[config.mk]
export PLATFORM = sky130hd
export DESIGN_NAME = universal_integer_code_decoder
export DESIGN_NICKNAME = d
export VERILOG_FILES = /design/src/ucd_pkg.sv /design/src/universal_integer_code_decoder.sv /design/src/ucd_input_reg.sv /design/src/ucd_decode_core.sv /design/src/ucd_output_reg.sv
export SDC_FILE = /design/constraint.sdc
export NUM_CORES = 1
export LEC_CHECK = 0
export BUFFER_PORTS_ARGS = -buffer_cell sky130_fd_sc_hd__buf_4
export CAP_MARGIN = 30
export CORE_MARGIN = 3
export CORE_UTILIZATION = 45
export DETAILED_ROUTE_END_ITERATION = 7
export SLEW_MARGIN = 10
export SYNTH_ARGS = -nofsm -noshare
export SYNTH_HDL_FRONTEND = slang
export SYNTH_SLANG_ARGS = --single-unit
[constraint.sdc]
create_clock -name clk -period 5.3 [get_ports clk]
set_input_delay 0.53 -clock clk [delete_from_list [all_inputs] [get_ports clk]]
set_output_delay 0.53 -clock clk [all_outputs]
set_load 0.005 [all_outputs]
[src/ucd_pkg.sv]
// Shared types, constants and the Fibonacci weight function for the integer code decoder.
package ucd_pkg;

    localparam int VALUE_BITS_DEF = 32;
    localparam int FIB_TERMS_DEF  = 46;
    localparam int OUT_W          = 32;
    localparam int LEN_W          = 33;
    localparam int IN_TDATA_W     = 8;

    typedef enum logic [1:0] {
        CK_GAMMA = 2'd0,
        CK_DELTA = 2'd1,
        CK_OMEGA = 2'd2,
        CK_FIB   = 2'd3
    } code_kind_t;

    typedef enum logic [2:0] {
        PH_IDLE  = 3'd0,
        PH_GZERO = 3'd1,
        PH_GBODY = 3'd2,
        PH_DZERO = 3'd3,
        PH_DLEN  = 3'd4,
        PH_DBODY = 3'd5,
        PH_OMEGA = 3'd6,
        PH_FIB   = 3'd7
    } phase_t;

    typedef struct packed {
        logic [OUT_W-1:0] value;
        logic             overflow;
    } ucd_result_t;

    typedef struct packed {
        logic emit;
        logic idle;
    } ucd_core_stat_t;

    // Zeckendorf weight 1,2,3,5,8,... at position idx, clipped to 2^vbits
    function automatic logic [63:0] fib_weight_cap(input int idx, input int vbits);
        logic [63:0] a;
        logic [63:0] b;
        logic [63:0] t;
        logic [63:0] cap;
        a   = 64'd1;
        b   = 64'd2;
        cap = 64'd1 << vbits;
        for (int i = 0; i < idx; i++)
        begin
            t = a + b;
            a = b;
            b = t;
        end
        return (a >= cap) ? cap : a;
    endfunction

endpackage

[src/universal_integer_code_decoder.sv]
// Top level of the bit-serial Elias gamma/delta/omega and Fibonacci integer decoder.
//
//  Channel   Direction  Signals                     Contents
//  s_axis    in         tvalid tready tdata[7:0]    bit 0: bit_in, bits 7..1 zero
//  m_axis    out        tvalid tready tdata[31:0]   value
//                       tuser[0]                    overflow
//  cfg       in         cfg_wr_en cfg_wr_data[1:0]  code_kind
//
//  One stream bit per clock cycle while no bit that ends a codeword waits for the output
//  register; a result is presented at m_axis once the bit that ends its codeword has sat in
//  the input register and the decode core update has written the result straight into the output register.
//  The rate is set by the decode core, which updates its state once for each taken bit.
//  Reset puts the decoder at the start of a codeword with omega coding selected.
//  While a result waits at m_axis, bits that end no codeword keep flowing; a bit that
//  ends one waits in the input register until the output register is free.
module universal_integer_code_decoder
    import ucd_pkg::*;
#(
    parameter int VALUE_BITS = VALUE_BITS_DEF,
    parameter int FIB_TERMS  = FIB_TERMS_DEF
)
(
    input  logic                  clk,
    input  logic                  rst_n,
    input  logic                  s_axis_tvalid,
    output logic                  s_axis_tready,
    input  logic [IN_TDATA_W-1:0] s_axis_tdata,   // [0] bit_in, [7:1] zero
    output logic                  m_axis_tvalid,
    input  logic                  m_axis_tready,
    output logic [OUT_W-1:0]      m_axis_tdata,   // [31:0] value
    output logic                  m_axis_tuser,   // [0] overflow
    input  logic                  cfg_wr_en,
    input  logic [1:0]            cfg_wr_data
);

    localparam logic [VALUE_BITS-1:0] VMASK = '1;

    logic           in_held_valid;
    logic           in_held_bit;
    logic           consume;
    logic           out_load;
    logic           out_free;
    ucd_core_stat_t core_stat;
    ucd_result_t    core_res;
    ucd_result_t    out_res;

    // Input register
    ucd_input_reg u_in (
        .clk        (clk),
        .rst_n      (rst_n),
        .in_valid   (s_axis_tvalid),
        .in_ready   (s_axis_tready),
        .in_bit     (s_axis_tdata[0]),
        .take       (consume),
        .held_valid (in_held_valid),
        .held_bit   (in_held_bit)
    );

    // Take a held bit unless its result has nowhere to go
    assign consume  = in_held_valid && (!core_stat.emit || out_free);
    assign out_load = consume && core_stat.emit;

    // Decode core
    ucd_decode_core #(
        .VALUE_BITS (VALUE_BITS),
        .FIB_TERMS  (FIB_TERMS)
    ) u_core (
        .clk         (clk),
        .rst_n       (rst_n),
        .step        (consume),
        .bit_val     (in_held_bit),
        .cfg_wr_en   (cfg_wr_en),
        .cfg_wr_data (cfg_wr_data),
        .stat        (core_stat),
        .result      (core_res)
    );

    // Output register
    ucd_output_reg u_out (
        .clk       (clk),
        .rst_n     (rst_n),
        .load      (out_load),
        .res_in    (core_res),
        .out_ready (m_axis_tready),
        .out_valid (m_axis_tvalid),
        .out_res   (out_res),
        .free      (out_free)
    );

    assign m_axis_tdata = out_res.value;
    assign m_axis_tuser = out_res.overflow;

    // A finished codeword leaves the core back at the start of a codeword
    a_idle_after_emit: assert property (@(posedge clk) disable iff (!rst_n)
        out_load |=> core_stat.idle)
        else $error("decoder not at codeword start after a result");

    // An overflowed result carries the saturated value
    a_ovf_saturates: assert property (@(posedge clk) disable iff (!rst_n)
        (out_load && core_res.overflow) |-> (core_res.value == OUT_W'(VMASK)))
        else $error("overflow result is not saturated");

    // Without overflow a decoded value fitting the port is never zero
    a_value_positive: assert property (@(posedge clk) disable iff (!rst_n)
        (out_load && !core_res.overflow && (VALUE_BITS <= OUT_W))
            |-> (core_res.value != '0))
        else $error("zero value decoded");

    // A result is loaded only into a free output register
    a_no_overwrite: assert property (@(posedge clk) disable iff (!rst_n)
        (m_axis_tvalid && !m_axis_tready) |-> !out_load)
        else $error("output register overwritten while stalled");

endmodule

[src/ucd_input_reg.sv]
// Input register stage: holds one stream bit until the decode core takes it.
module ucd_input_reg
    import ucd_pkg::*;
(
    input  logic clk,
    input  logic rst_n,
    input  logic in_valid,
    output logic in_ready,
    input  logic in_bit,
    input  logic take,
    output logic held_valid,
    output logic held_bit
);

    logic valid_reg;
    logic valid_next;
    logic bit_reg;

    // Free when empty or when the held bit leaves this cycle
    assign in_ready = !valid_reg || take;

    always_comb
    begin
        if (in_valid && in_ready)
            valid_next = 1'b1;
        else if (take)
            valid_next = 1'b0;
        else
            valid_next = valid_reg;
    end

    always_ff @(posedge clk or negedge rst_n)
    begin
        if (!rst_n)
            valid_reg <= 1'b0;
        else
            valid_reg <= valid_next;
    end

    // Capture the bit of each accepted transaction
    always_ff @(posedge clk)
    begin
        if (in_valid && in_ready)
            bit_reg <= in_bit;
    end

    assign held_valid = valid_reg;
    assign held_bit   = bit_reg;

endmodule

[src/ucd_decode_core.sv]
// Decode core: codeword state and the per-bit update for gamma, delta, omega and Fibonacci.
module ucd_decode_core
    import ucd_pkg::*;
#(
    parameter int VALUE_BITS = VALUE_BITS_DEF,
    parameter int FIB_TERMS  = FIB_TERMS_DEF
)
(
    input  logic           clk,
    input  logic           rst_n,
    input  logic           step,
    input  logic           bit_val,
    input  logic           cfg_wr_en,
    input  logic [1:0]     cfg_wr_data,
    output ucd_core_stat_t stat,
    output ucd_result_t    result
);

    localparam int VW = VALUE_BITS;
    localparam int AW = (VW > LEN_W) ? VW : LEN_W;
    localparam int FW = $clog2(FIB_TERMS + 1);
    localparam int IW = $clog2(FIB_TERMS);
    localparam logic [VW-1:0]    VMASK    = '1;
    localparam logic [LEN_W-1:0] LEN_CAP  = '1;
    localparam logic [LEN_W-1:0] LEN_ONE  = LEN_W'(1);
    localparam logic [FW-1:0]    FIB_LAST = FW'(FIB_TERMS);

    code_kind_t       code_kind_reg;
    phase_t           phase_reg;
    phase_t           phase_next;
    phase_t           eff_phase;
    logic [LEN_W-1:0] bits_left_reg;
    logic [LEN_W-1:0] bits_left_next;
    logic [AW-1:0]    accum_reg;
    logic [AW-1:0]    accum_next;
    logic [VW-1:0]    group_len_reg;
    logic [VW-1:0]    group_len_next;
    logic             prev_one_reg;
    logic             prev_one_next;
    logic [FW-1:0]    fib_idx_reg;
    logic [FW-1:0]    fib_idx_next;
    logic             ovf_reg;
    logic             ovf_next;

    logic             emit;
    logic [VW-1:0]    emit_val;
    logic             emit_ovf;

    logic             vsh_ovf;
    logic [VW-1:0]    vsh;
    logic [LEN_W-1:0] lsh;
    logic             bl_zero;
    logic             bl_one;
    logic [LEN_W-1:0] bl_dec;
    logic [LEN_W-1:0] bl_inc;
    logic [AW-1:0]    gl_wide;
    logic [LEN_W-1:0] gl_clip;
    logic             len_big;
    logic             fib_lt;
    logic [VW:0]      wsel;
    logic [VW:0]      fib_sum;
    logic [FW-1:0]    fib_idx_inc;

    // Fibonacci weights, clipped just above the value range
    logic [VW:0] weight_tab [FIB_TERMS];

    for (genvar gi = 0; gi < FIB_TERMS; gi++)
    begin : g_weight
        assign weight_tab[gi] = (VW + 1)'(fib_weight_cap(gi, VW));
    end

    // Shift one bit into the value, saturating at the value range
    assign vsh_ovf = accum_reg[VW-1];
    assign vsh     = vsh_ovf ? VMASK : {accum_reg[VW-2:0], bit_val};

    // Shift one bit into a length, saturating at the length cap
    assign lsh = accum_reg[LEN_W-1] ? LEN_CAP : {accum_reg[LEN_W-2:0], bit_val};

    // Counter helpers
    assign bl_zero = (bits_left_reg == '0);
    assign bl_one  = (bits_left_reg == LEN_ONE);
    assign bl_dec  = bits_left_reg - LEN_ONE;
    assign bl_inc  = (bits_left_reg == LEN_CAP) ? LEN_CAP : bits_left_reg + LEN_ONE;
    assign gl_wide = AW'(group_len_reg);
    assign gl_clip = (gl_wide < AW'(LEN_CAP)) ? LEN_W'(gl_wide) : LEN_CAP;
    assign len_big = (lsh > LEN_W'(VALUE_BITS));

    // Fibonacci weight lookup and add
    assign fib_lt      = (fib_idx_reg < FIB_LAST);
    assign wsel        = fib_lt ? weight_tab[fib_idx_reg[IW-1:0]] : '0;
    assign fib_sum     = {1'b0, accum_reg[VW-1:0]} + wsel;
    assign fib_idx_inc = fib_lt ? fib_idx_reg + FW'(1) : fib_idx_reg;

    // Pick the code on the first bit of a codeword
    always_comb
    begin
        if (phase_reg == PH_IDLE)
        begin
            case (code_kind_reg)
                CK_GAMMA: eff_phase = PH_GZERO;
                CK_DELTA: eff_phase = PH_DZERO;
                CK_OMEGA: eff_phase = PH_OMEGA;
                default:  eff_phase = PH_FIB;
            endcase
        end
        else
        begin
            eff_phase = phase_reg;
        end
    end

    // Result of this bit, if it ends a codeword
    always_comb
    begin
        emit     = 1'b0;
        emit_val = VW'(1);
        emit_ovf = ovf_reg;
        case (eff_phase)
            PH_GZERO, PH_DZERO:
            begin
                emit = bit_val && bl_zero;
            end
            PH_GBODY, PH_DBODY:
            begin
                emit     = bl_one;
                emit_val = vsh;
                emit_ovf = ovf_reg || vsh_ovf;
            end
            PH_OMEGA:
            begin
                emit     = bl_zero && !bit_val;
                emit_val = group_len_reg;
            end
            PH_FIB:
            begin
                emit     = bit_val && prev_one_reg;
                emit_val = accum_reg[VW-1:0];
            end
            default:
            begin
                emit = 1'b0;
            end
        endcase
    end

    assign result.value    = OUT_W'(emit_ovf ? VMASK : emit_val);
    assign result.overflow = emit_ovf;
    assign stat.emit       = emit;
    assign stat.idle       = (phase_reg == PH_IDLE);

    // Next phase
    always_comb
    begin
        phase_next = eff_phase;
        case (eff_phase)
            PH_GZERO:
            begin
                if (bit_val && !bl_zero)
                    phase_next = PH_GBODY;
            end
            PH_DZERO:
            begin
                if (bit_val && !bl_zero)
                    phase_next = PH_DLEN;
            end
            PH_DLEN:
            begin
                if (bl_one)
                    phase_next = PH_DBODY;
            end
            default:
            begin
                phase_next = eff_phase;
            end
        endcase
        if (emit)
            phase_next = PH_IDLE;
    end

    // Next counters, value and flags
    always_comb
    begin
        bits_left_next = bits_left_reg;
        accum_next     = accum_reg;
        group_len_next = group_len_reg;
        prev_one_next  = prev_one_reg;
        fib_idx_next   = fib_idx_reg;
        ovf_next       = ovf_reg;
        case (eff_phase)
            PH_GZERO, PH_DZERO:
            begin
                if (!bit_val)
                    bits_left_next = bl_inc;
                else if (!bl_zero)
                    accum_next = AW'(1);
            end
            PH_GBODY, PH_DBODY:
            begin
                accum_next     = AW'(vsh);
                ovf_next       = ovf_reg || vsh_ovf;
                bits_left_next = bl_dec;
            end
            PH_DLEN:
            begin
                accum_next     = AW'(lsh);
                bits_left_next = bl_dec;
                if (bl_one)
                begin
                    ovf_next       = ovf_reg || len_big;
                    bits_left_next = lsh - LEN_ONE;
                    accum_next     = AW'(1);
                end
            end
            PH_OMEGA:
            begin
                if (bl_zero)
                begin
                    if (bit_val)
                    begin
                        accum_next     = AW'(1);
                        bits_left_next = gl_clip;
                    end
                end
                else
                begin
                    accum_next     = AW'(vsh);
                    ovf_next       = ovf_reg || vsh_ovf;
                    bits_left_next = bl_dec;
                    if (bl_one)
                        group_len_next = vsh;
                end
            end
            PH_FIB:
            begin
                if (bit_val)
                begin
                    if (!fib_lt)
                    begin
                        ovf_next = 1'b1;
                    end
                    else if (fib_sum[VW])
                    begin
                        ovf_next   = 1'b1;
                        accum_next = AW'(VMASK);
                    end
                    else
                    begin
                        accum_next = AW'(fib_sum[VW-1:0]);
                    end
                    prev_one_next = 1'b1;
                end
                else
                begin
                    prev_one_next = 1'b0;
                end
                fib_idx_next = fib_idx_inc;
            end
            default:
            begin
                accum_next = accum_reg;
            end
        endcase
        // Drop all codeword state once a result leaves
        if (emit)
        begin
            bits_left_next = '0;
            accum_next     = '0;
            group_len_next = VW'(1);
            prev_one_next  = 1'b0;
            fib_idx_next   = '0;
            ovf_next       = 1'b0;
        end
    end

    // Advance the codeword state on each taken bit
    always_ff @(posedge clk or negedge rst_n)
    begin
        if (!rst_n)
        begin
            phase_reg     <= PH_IDLE;
            bits_left_reg <= '0;
            accum_reg     <= '0;
            group_len_reg <= VW'(1);
            prev_one_reg  <= 1'b0;
            fib_idx_reg   <= '0;
            ovf_reg       <= 1'b0;
        end
        else if (step)
        begin
            phase_reg     <= phase_next;
            bits_left_reg <= bits_left_next;
            accum_reg     <= accum_next;
            group_len_reg <= group_len_next;
            prev_one_reg  <= prev_one_next;
            fib_idx_reg   <= fib_idx_next;
            ovf_reg       <= ovf_next;
        end
    end

    // Code selection register
    always_ff @(posedge clk or negedge rst_n)
    begin
        if (!rst_n)
            code_kind_reg <= CK_OMEGA;
        else if (cfg_wr_en)
            code_kind_reg <= code_kind_t'(cfg_wr_data);
    end

endmodule

[src/ucd_output_reg.sv]
// Output register stage: holds one decoded integer until the downstream side takes it.
module ucd_output_reg
    import ucd_pkg::*;
(
    input  logic        clk,
    input  logic        rst_n,
    input  logic        load,
    input  ucd_result_t res_in,
    input  logic        out_ready,
    output logic        out_valid,
    output ucd_result_t out_res,
    output logic        free
);

    logic        valid_reg;
    logic        valid_next;
    ucd_result_t res_reg;

    // Room for a new result when empty or draining this cycle
    assign free = !valid_reg || out_ready;

    always_comb
    begin
        if (load)
            valid_next = 1'b1;
        else if (out_ready)
            valid_next = 1'b0;
        else
            valid_next = valid_reg;
    end

    always_ff @(posedge clk or negedge rst_n)
    begin
        if (!rst_n)
            valid_reg <= 1'b0;
        else
            valid_reg <= valid_next;
    end

    // Capture the result
    always_ff @(posedge clk)
    begin
        if (load)
            res_reg <= res_in;
    end

    assign out_valid = valid_reg;
    assign out_res   = res_reg;

endmodule

Word-level counts from Yosys, hierarchy flattened
Memories as Yosys holds them, arrays and structs flattened. Cells that the tools add are included.

Add/sub/neg operators: 5. Order comparisons: 4. Eq/ne operators: 21. Multiplexer cells: 54. Bitwise logic cells: 1. Reduce and logical (&&, ||, !) cells: 37.

Operator list (number): 33-bit two-way mux (19); 32-bit two-way mux (6); 33-bit case mux with 5 select lines (1); 33-bit case mux with 4 select lines (1); 32-bit case mux with 3 select lines (1); 33-bit by 1-bit subtractor with 33-bit output (second input constant) (2); 32-bit by 33-bit adder with 33-bit output (1); 33-bit by 1-bit adder with 33-bit output (second input constant) (1); 33-bit by 1-bit == test with 1-bit output (second input constant) (1); 33-bit == test (second input constant) (1); 33-bit by 6-bit greater-than comparator with 1-bit output (second input constant) (1); 33-bit zero test (1); 32-bit by 33-bit < comparator with 1-bit output (second input constant) (1); 6-bit two-way mux (3); 3-bit case mux with 3 select lines (2); 3-bit two-way mux (5); 3-bit by 2-bit != test with 1-bit output (second input constant) (5); 1-bit two-way mux (14); 3-bit == test (second input constant) (4); 2-bit nonzero test (6); 5-bit nonzero test (2); 4-bit by 3-bit != test with 1-bit output (second input constant) (2); 1-bit case mux with 4 select lines (2); 4-bit AND reduction (2); 21 further kinds (38).

Register bits: 147. Memory bits (read-only): 2112. Input port bits: 15. Output and inout bits: 35. Memories: 1.

Memories: (name not given) (depth 64, width 33, read ports 1, clocked after memory_dff 0, wr ports 0, line ucd_decode_core.sv:90) `assign wsel = fib_lt ? weight_tab[fib_idx_reg[IW-1:0]] : '0;`.

Longest topological paths before layout
Gate-level depths: netlist of run 1.

Depth after elaboration: 12. Gate-level depth with buffers: 18. Mapped depth without buffers: 18.

Hierarchy
A second synthesis of run 1 with hierarchy kept.

Cells, all modules: 1815. Area, all modules: 13530.5 um2.

By module, submodules not included: ucd_decode_core (times used 1, cells an instance 1771, area an instance 12389.4 um2); ucd_output_reg (times used 1, cells an instance 36, area an instance 1038.5 um2); ucd_input_reg (times used 1, cells an instance 5, area an instance 83.8 um2); universal_integer_code_decoder (times used 1, cells an instance 3, area an instance 18.8 um2).

Worst setup path after synthesis of run 1
OpenSTA, ideal clock, no wires.

Path kind: register -> register. Start point: register u_core.fib_idx_reg[0]. End point: register u_core.ovf_reg. Arrival: 3977 ps. Data required time: 5235 ps. Path slack: 1258 ps. Cell stages (with the launch flop): 18. Buffers on the path: 0. Period minus slack after synthesis: 4042 ps. Path through: dfrtp_1 > inv_1 > ha_1 > or2_2 > a21boi_0 > o22ai_1 > o32ai_1 > ha_1 > fa_1 > a211oi_1 > o211ai_1 > a21oi_1 > o21ai_0 > a21oi_1 > nor2_1 > or3_1 > o221ai_1 > a22o_1.

Cells in the longest elaborated chain, start to end: 8. Elaborated cells between the ends (all ways): 13. Classes of those cells: 1 x add/sub; 1 x order compare; 1 x eq/ne; 7 x mux; 1 x bitwise; 1 x reduce/logical; 1 x memory.

Ends and longest elaborated chain: start, declared (line ucd_decode_core.sv:40) `logic [FW-1:0] fib_idx_reg;`; start signal, assigned (line ucd_decode_core.sv:295) `fib_idx_reg <= fib_idx_next;`; 6-bit inverter with 7-bit output (implied by the code) (line ucd_decode_core.sv:90); memory read 64 x 33 bit; 33-bit two-way mux (implied by the code) (2 in series) (line ucd_decode_core.sv:90); 33-bit two-way mux (line ucd_decode_core.sv:90); 32-bit by 33-bit adder with 33-bit output (line ucd_decode_core.sv:91) `assign fib_sum = {1'b0, accum_reg[VW-1:0]} + wsel;`; 4-bit by 3-bit != test with 1-bit output (no line); 6-bit AND reduction (no line); end signal, assigned (line ucd_decode_core.sv:296) `ovf_reg <= ovf_next;`; end, declared (line ucd_decode_core.sv:42) `logic ovf_reg;`.

Several ways; a longest one is shown, not always the timed one. The select of a mux whose other input is x is not followed. A chain may end at the register's enable or synchronous reset.

Final worst setup path of run 1
Start point: register u_core.fib_idx_reg[1]. End point: register u_core.ovf_reg.

Same word-level chain as after synthesis.

==> results.cfg, run 1 <==
[die]
core_area_um2 = 28100
dieArea_um2 = 30900
row_count = 61
fp.dieH_um = 176
initial_core_util_pct = 46.2
die_w_um = 176
ios = 50

[worst_setup_path]
crit_path_end_kind = register
cp.required_ps = 5660
worstSetupPathType = reg2reg
critPathLaunchType = register
critPathMaxFanout = 10
worstPathArrival_ps = 5130

[sta]
skew_ps = 21.0
relSlewSlack_pct = 38.5
finalHoldViolCount = 0
rsz0062_at_grt = no
whs_ps = 194
layout_min_cycle_time_ps = 4760
fin_ws_ps = 536
maxSlewViolCount = 0
min_period_over_period_pct = 89.9
fin_tns_setup_ps = 0
worst_pin_slew_ps = 920
setup_viol = 0
clock.fmax_mhz = 210

[yosys]
seq_area_frac_synth_pct = 29.7
syn-num-nets = 1798
yosys_warnings = 0
ys_types = 92
synthCells = 1734
syn_area_per_cell_um2 = 7.49
ys_async_sr_fraction_pct = 76.9
synth.top_cell.area_share_pct = 21.4
yosysTopAreaCell = dfrtp_1
syn-cell-area_um2 = 13000
synth.area.top_cells = dfrtp_1, o21ai_0, edfxtp_1, nand2_1, a21oi_1
ys.flop_type = dfrtp_1
synth-seq-cells = 147
synth-edff-count = 34

[cells_and_area]
multiInputGateArea_um2 = 8320
area_delta_synth_final_pct = 8.61
fill_cells = 2807
drive_above_1_share_pct = 9.72
n_antenna_cell = 0
ff_latch_area_um2 = 3850
layout.nets = 1748

[clocking]
cts-root-buf = clkbuf_16
cts_buffers = 17
cts_sinks = 147
clk_pin_slew_ps = 80
ctsHoldBuffers = 0
clk_latency_ps = 440
cts_max_level = 4
cts_tree = done
cts.path.max_buffers = 2

[grt]
grt_util_all_layers_pct = 28.5
antenna_found_initial = 0
grt_max_degree = 65
grt_pass1_wl_um = 70700
grt_pass1_vias = 12410
grt_overflow = 0

[place]
pre_cts_ws_ps = 444
io_buffers = 42
place.gp.congestion = 0.966
hpwl_um = 31600

[worst_hold_path]
hold_class = in2async

[status]
status = complete, no violations

[detailed_routing]
drt_wl_total_um = 44600
antenna_left = 0
viasPerCell = 6.39
drc = 0
vias = 13268
wl_per_cell_um = 21.5
drt_first_iter_violations = 1394
first_pass_iters = 5

[pwr]
power.density_nw_per_um2 = 545
p_leak_nw = 5.73
ir_worst_vdd_mv = 0.317

[flow_run]
max-cap-violations = 0
## critical path: stages, from the launching register on
cell and delay, ps:
dfrtp_1 370, inv_1 290, ha_1 400, or2_2 350, a21boi_0 130, o22ai_1 160
o32ai_1 140, ha_1 270, fa_1 430, a211oi_1 330, o211ai_1 190, a21oi_1 230
o21ai_0 230, a21oi_1 310, nor2_2 160, or3_1 340, o221ai_1 190, a22o_1 160
## synth_stat cells, drive strengths merged, types with 9 or more instances
cell type / number
nand2: 257
o21ai: 212
nor2: 169
a21oi: 154
clkbuf: 123
dfrtp: 111
xnor2: 52
a221oi: 51
ha: 48
nor3: 45
nand3: 39
xor2: 39
edfxtp: 34
buf: 32
inv: 32
nand4: 26
a21o: 23
o211ai: 20
nor4: 17
a211oi: 16
a31oi: 15
o21a: 14
and3: 13
o22ai: 12
nand2b: 11
and2: 10
or2: 10
or3: 10
a22o: 9
## power breakdown
part	total [mW]	internal (mW)	switching, mW
Clock	1.29	0.717	0.568
Combinational	4.26	1.54	2.72
Sequential	2.14	1.55	0.588
## through the flow
step / area, um^2 / util [%] / power [mW] / cells
after detailed placement: 13400 / 47.9 / 6.27 / 2041
after global placement: 13400 / 47.7 / 6.20 / 2037
final: 14100 / 50.2 / 7.69 / 2075
after CTS: 14100 / 50.0 / 7.57 / 2073
after floorplan: 13000 / - / 5.05 / 1734
after global routing: 14100 / 50.2 / 8.24 / 2075
## kinds of logic (layout without fill, tap and decap cells)
logic type               after synthesis  count (layout)  synth area share (%)
AND/OR/NAND/NOR                      641             641                  22.6
AO/OA/AOI/OAI                        610             610                  29.7
buffers and inverters                189             152                  6.51
flip-flops                           147             147                  29.7
XOR/XNOR                              91              91                  6.14
adder cells (fa/ha/maj)               49              49                  4.78
multiplexers                           7               7                 0.646
## layer usage
metal / track usage [%] / up-vias / share of wire (%)
met5: 0 / - / 0
met4: 10.9 / 0 / 3.5
met3: 3.98 / 98 / 7.8
met2: 45.6 / 647 / 46
met1: 39.3 / 6307 / 43
li1: - / 6216 / -
## placed cells by master (no fill, tap or decap), drive strengths merged, types with 8 or more instances in the layout
master,count
nand2,257
o21ai,212
nor2,169
a21oi,154
dfrtp,111
buf,87
xnor2,52
a221oi,51
ha,48
nor3,45
inv,41
nand3,39
xor2,39
edfxtp,34
nand4,26
a21o,23
o211ai,20
nor4,17
clkbuf,17
a211oi,16
a31oi,15
o21a,14
and3,13
o22ai,12
nand2b,11
or3,10
or2,10
and2,10
a22o,9
nor2b,8
a22oi,8
o31ai,8
## path summary, 6_finish.rpt
check                                         from                  endpoint  slack [ps]  cells after the start
hold reg to reg            u_core.group_len_reg[0]   u_core.group_len_reg[0]         500                      2
max in group asynchronous                    rst_n  u_core.bits_left_reg[18]        3820                      2
setup / recovery             u_core.fib_idx_reg[1]            u_core.ovf_reg         540                     17
min in group clk                   s_axis_tdata[0]             u_in.held_bit         270                      1
hold / removal                               rst_n   u_core.bits_left_reg[2]         190                      1
setup reg to reg             u_core.fib_idx_reg[1]            u_core.ovf_reg         540                     17
## layout make-up
type	count	area share, %
clock inverter	15	1.31
clock buffer	17	3.02
sequential	147	27.3
multi-input combinational	1398	59.0
tap	378	3.35
timing repair buffer	87	5.11
inverter	33	0.879
## timing repair
action                     CTS  global route
gates resized for setup      0             1
setup endpoints to repair    0             1
setup buffers                0             0
No activity file was read; power rests on OpenSTA's default activity.
==> run 2: changes to the inputs <==
Settings changed: CTS_CLUSTER_SIZE set to 12, RECOVER_POWER set to 25.
==> results.cfg, run 2 (same netlist as run 1, synthesis figures left out) <==
[status]
status = finished with violations
violations = capacitance limit, slew limit

[clocking]
cts-root-buf = clkbuf_16
post_cts_buffers = 0
ctsHoldBuffers = 0
cts_sinks = 147
cts_max_level = 4
cts.path.max_buffers = 2
clk_pin_slew_ps = 80
cts_buffers = 17
clk_latency_ps = 440
cts_tree = done

[worst_hold_path]
hold_class = in2reg
min_from = cfg_wr_en
min_path_cells = 2
whs_endpoint = u_core.code_kind_reg[0]

[sta]
rsz0062_at_grt = no
worst_pin_slew_ps = 3750
skew_ps = 19.6
clock.fmax_mhz = 210
fin_tns_setup_ps = 0
relSlewSlack_pct = -150
maxSlewViolCount = 65
finalHoldViolCount = 0
min_period_over_period_pct = 90.0
layout_min_cycle_time_ps = 4770
setup_viol = 0

[flow_run]
max-cap-violations = 1

[die]
initial_core_util_pct = 46.2
row_count = 61
core_area_um2 = 28100
die_w_um = 176
dieArea_um2 = 30900
fp.dieH_um = 176
ios = 50

[detailed_routing]
drc = 0
vias = 13291
viasPerCell = 6.41
antenna_left = 0
wl_per_cell_um = 21.5
drt_wl_total_um = 44600
first_pass_iters = 5
drt_first_iter_violations = 1410

[cells_and_area]
area_delta_synth_final_pct = 8.40
final_area_um2 = 14100
fill_cells = 2817
layout.nets = 1748
n_antenna_cell = 0
drive_above_1_share_pct = 9.25
final_cell_mix = nand2_1, o21ai_0, nor2_1
mostFrequentLayoutCell = nand2_1

[grt]
grt_util_all_layers_pct = 28.5
grt_max_degree = 65
grt_overflow = 0
grt_pass1_wl_um = 70700
grt_pass1_vias = 12410
antenna_found_initial = 0

[place]
io_buffers = 42
dpl_cell_area_um2 = 13400
hpwl_um = 31600
place.gp.congestion = 0.966

[worst_setup_path]
cp.required_ps = 5660
critPathLaunchType = register
timing.rr.start = u_core.fib_idx_reg[1]
regToRegSetupSlack_ps = 530
worstRegToRegCells = 17
worstPathArrival_ps = 5130
r2r-end = u_core.ovf_reg
crit_path_end_kind = register
critPathMaxFanout = 10
worstSetupPathType = reg2reg

[pwr]
finalPower_mw = 7.69
p_leak_nw = 5.70
ir_worst_vdd_mv = 0.318
power.density_nw_per_um2 = 546
## run 2: cell count changes in the layout (fill, tap and decap cells not counted)
cell,previous run,this run
buf_4,80,62
clkbuf_1,0,7
clkbuf_4,0,11
dfstp_1,0,1
dfstp_2,2,1
## run 2: worst max path at each step
stage	cells after the start	start	slack [ps]	to
after floorplan	17	u_core.fib_idx_reg[0]	1260	u_core.ovf_reg
after global placement	18	u_core.fib_idx_reg[1]	520	u_core.ovf_reg
after detailed placement	17	u_core.fib_idx_reg[1]	440	u_core.ovf_reg
after CTS	18	u_core.fib_idx_reg[1]	400	u_core.ovf_reg
after global routing	17	u_core.fib_idx_reg[1]	120	u_core.ovf_reg
final	17	u_core.fib_idx_reg[1]	530	u_core.ovf_reg
## run 2: through the flow
step | utilization (%) | worst slack [ps] | hold slack (ps) | instances
floorplan | - | 1260 | 234 | 1734
CTS | 50.0 | 399 | 246 | 2073
global placement | 47.7 | 519 | 477 | 2037
global route | 50.1 | 121 | 272 | 2075
detailed placement | 47.9 | 444 | 482 | 2041
finish | 50.1 | 532 | 281 | 2075
## run 2: per-layer routing
| metal | up-vias | part of all wire, % | global-route usage [%] | wire length (um) |
|---|---|---|---|---|
| met3 | 104 | 7.6 | 3.98 | 3380 |
| li1 | 6214 | - | - | - |
| met1 | 6342 | 43 | 39.3 | 19100 |
| met4 | 0 | 3.6 | 10.9 | 1620 |
| met5 | - | 0 | 0 | 0 |
| met2 | 631 | 46 | 45.6 | 20500 |
## run 2: worst max-delay path: stages (launching register included)
cell and delay [ps]:
dfrtp_1 380, inv_1 290, ha_1 400, or2_2 350
a21boi_0 130, o22ai_1 160, o32ai_1 150, ha_1 280
fa_1 430, a211oi_1 330, o211ai_1 190, a21oi_1 230
o21ai_0 230, a21oi_1 320, nor2_2 150, or3_1 340
o221ai_1 180, a22o_1 160
## run 2: power breakdown
part	total [mW]	switching [mW]	leakage [nW]	internal (mW)
sequential	2.14	0.588	1.76	1.55
clock	1.29	0.571	0.290	0.717
combinational	4.26	2.72	3.65	1.54
## run 2: layout make-up
class | count | area [um^2] | share of cell area [%]
clock buffer | 17 | 425 | 3.02
clock inverter | 15 | 185 | 1.32
inverter | 33 | 124 | 0.880
multi-input combinational | 1398 | 8320 | 59.1
sequential | 147 | 3850 | 27.4
tap | 378 | 473 | 3.36
timing repair buffer | 87 | 694 | 4.93
## run 2: what timing repair did
action / CTS / global route
endpoints found under the hold margin: 0 / 0
endpoints found under the setup margin: 0 / 1
gates resized for setup: 0 / 1
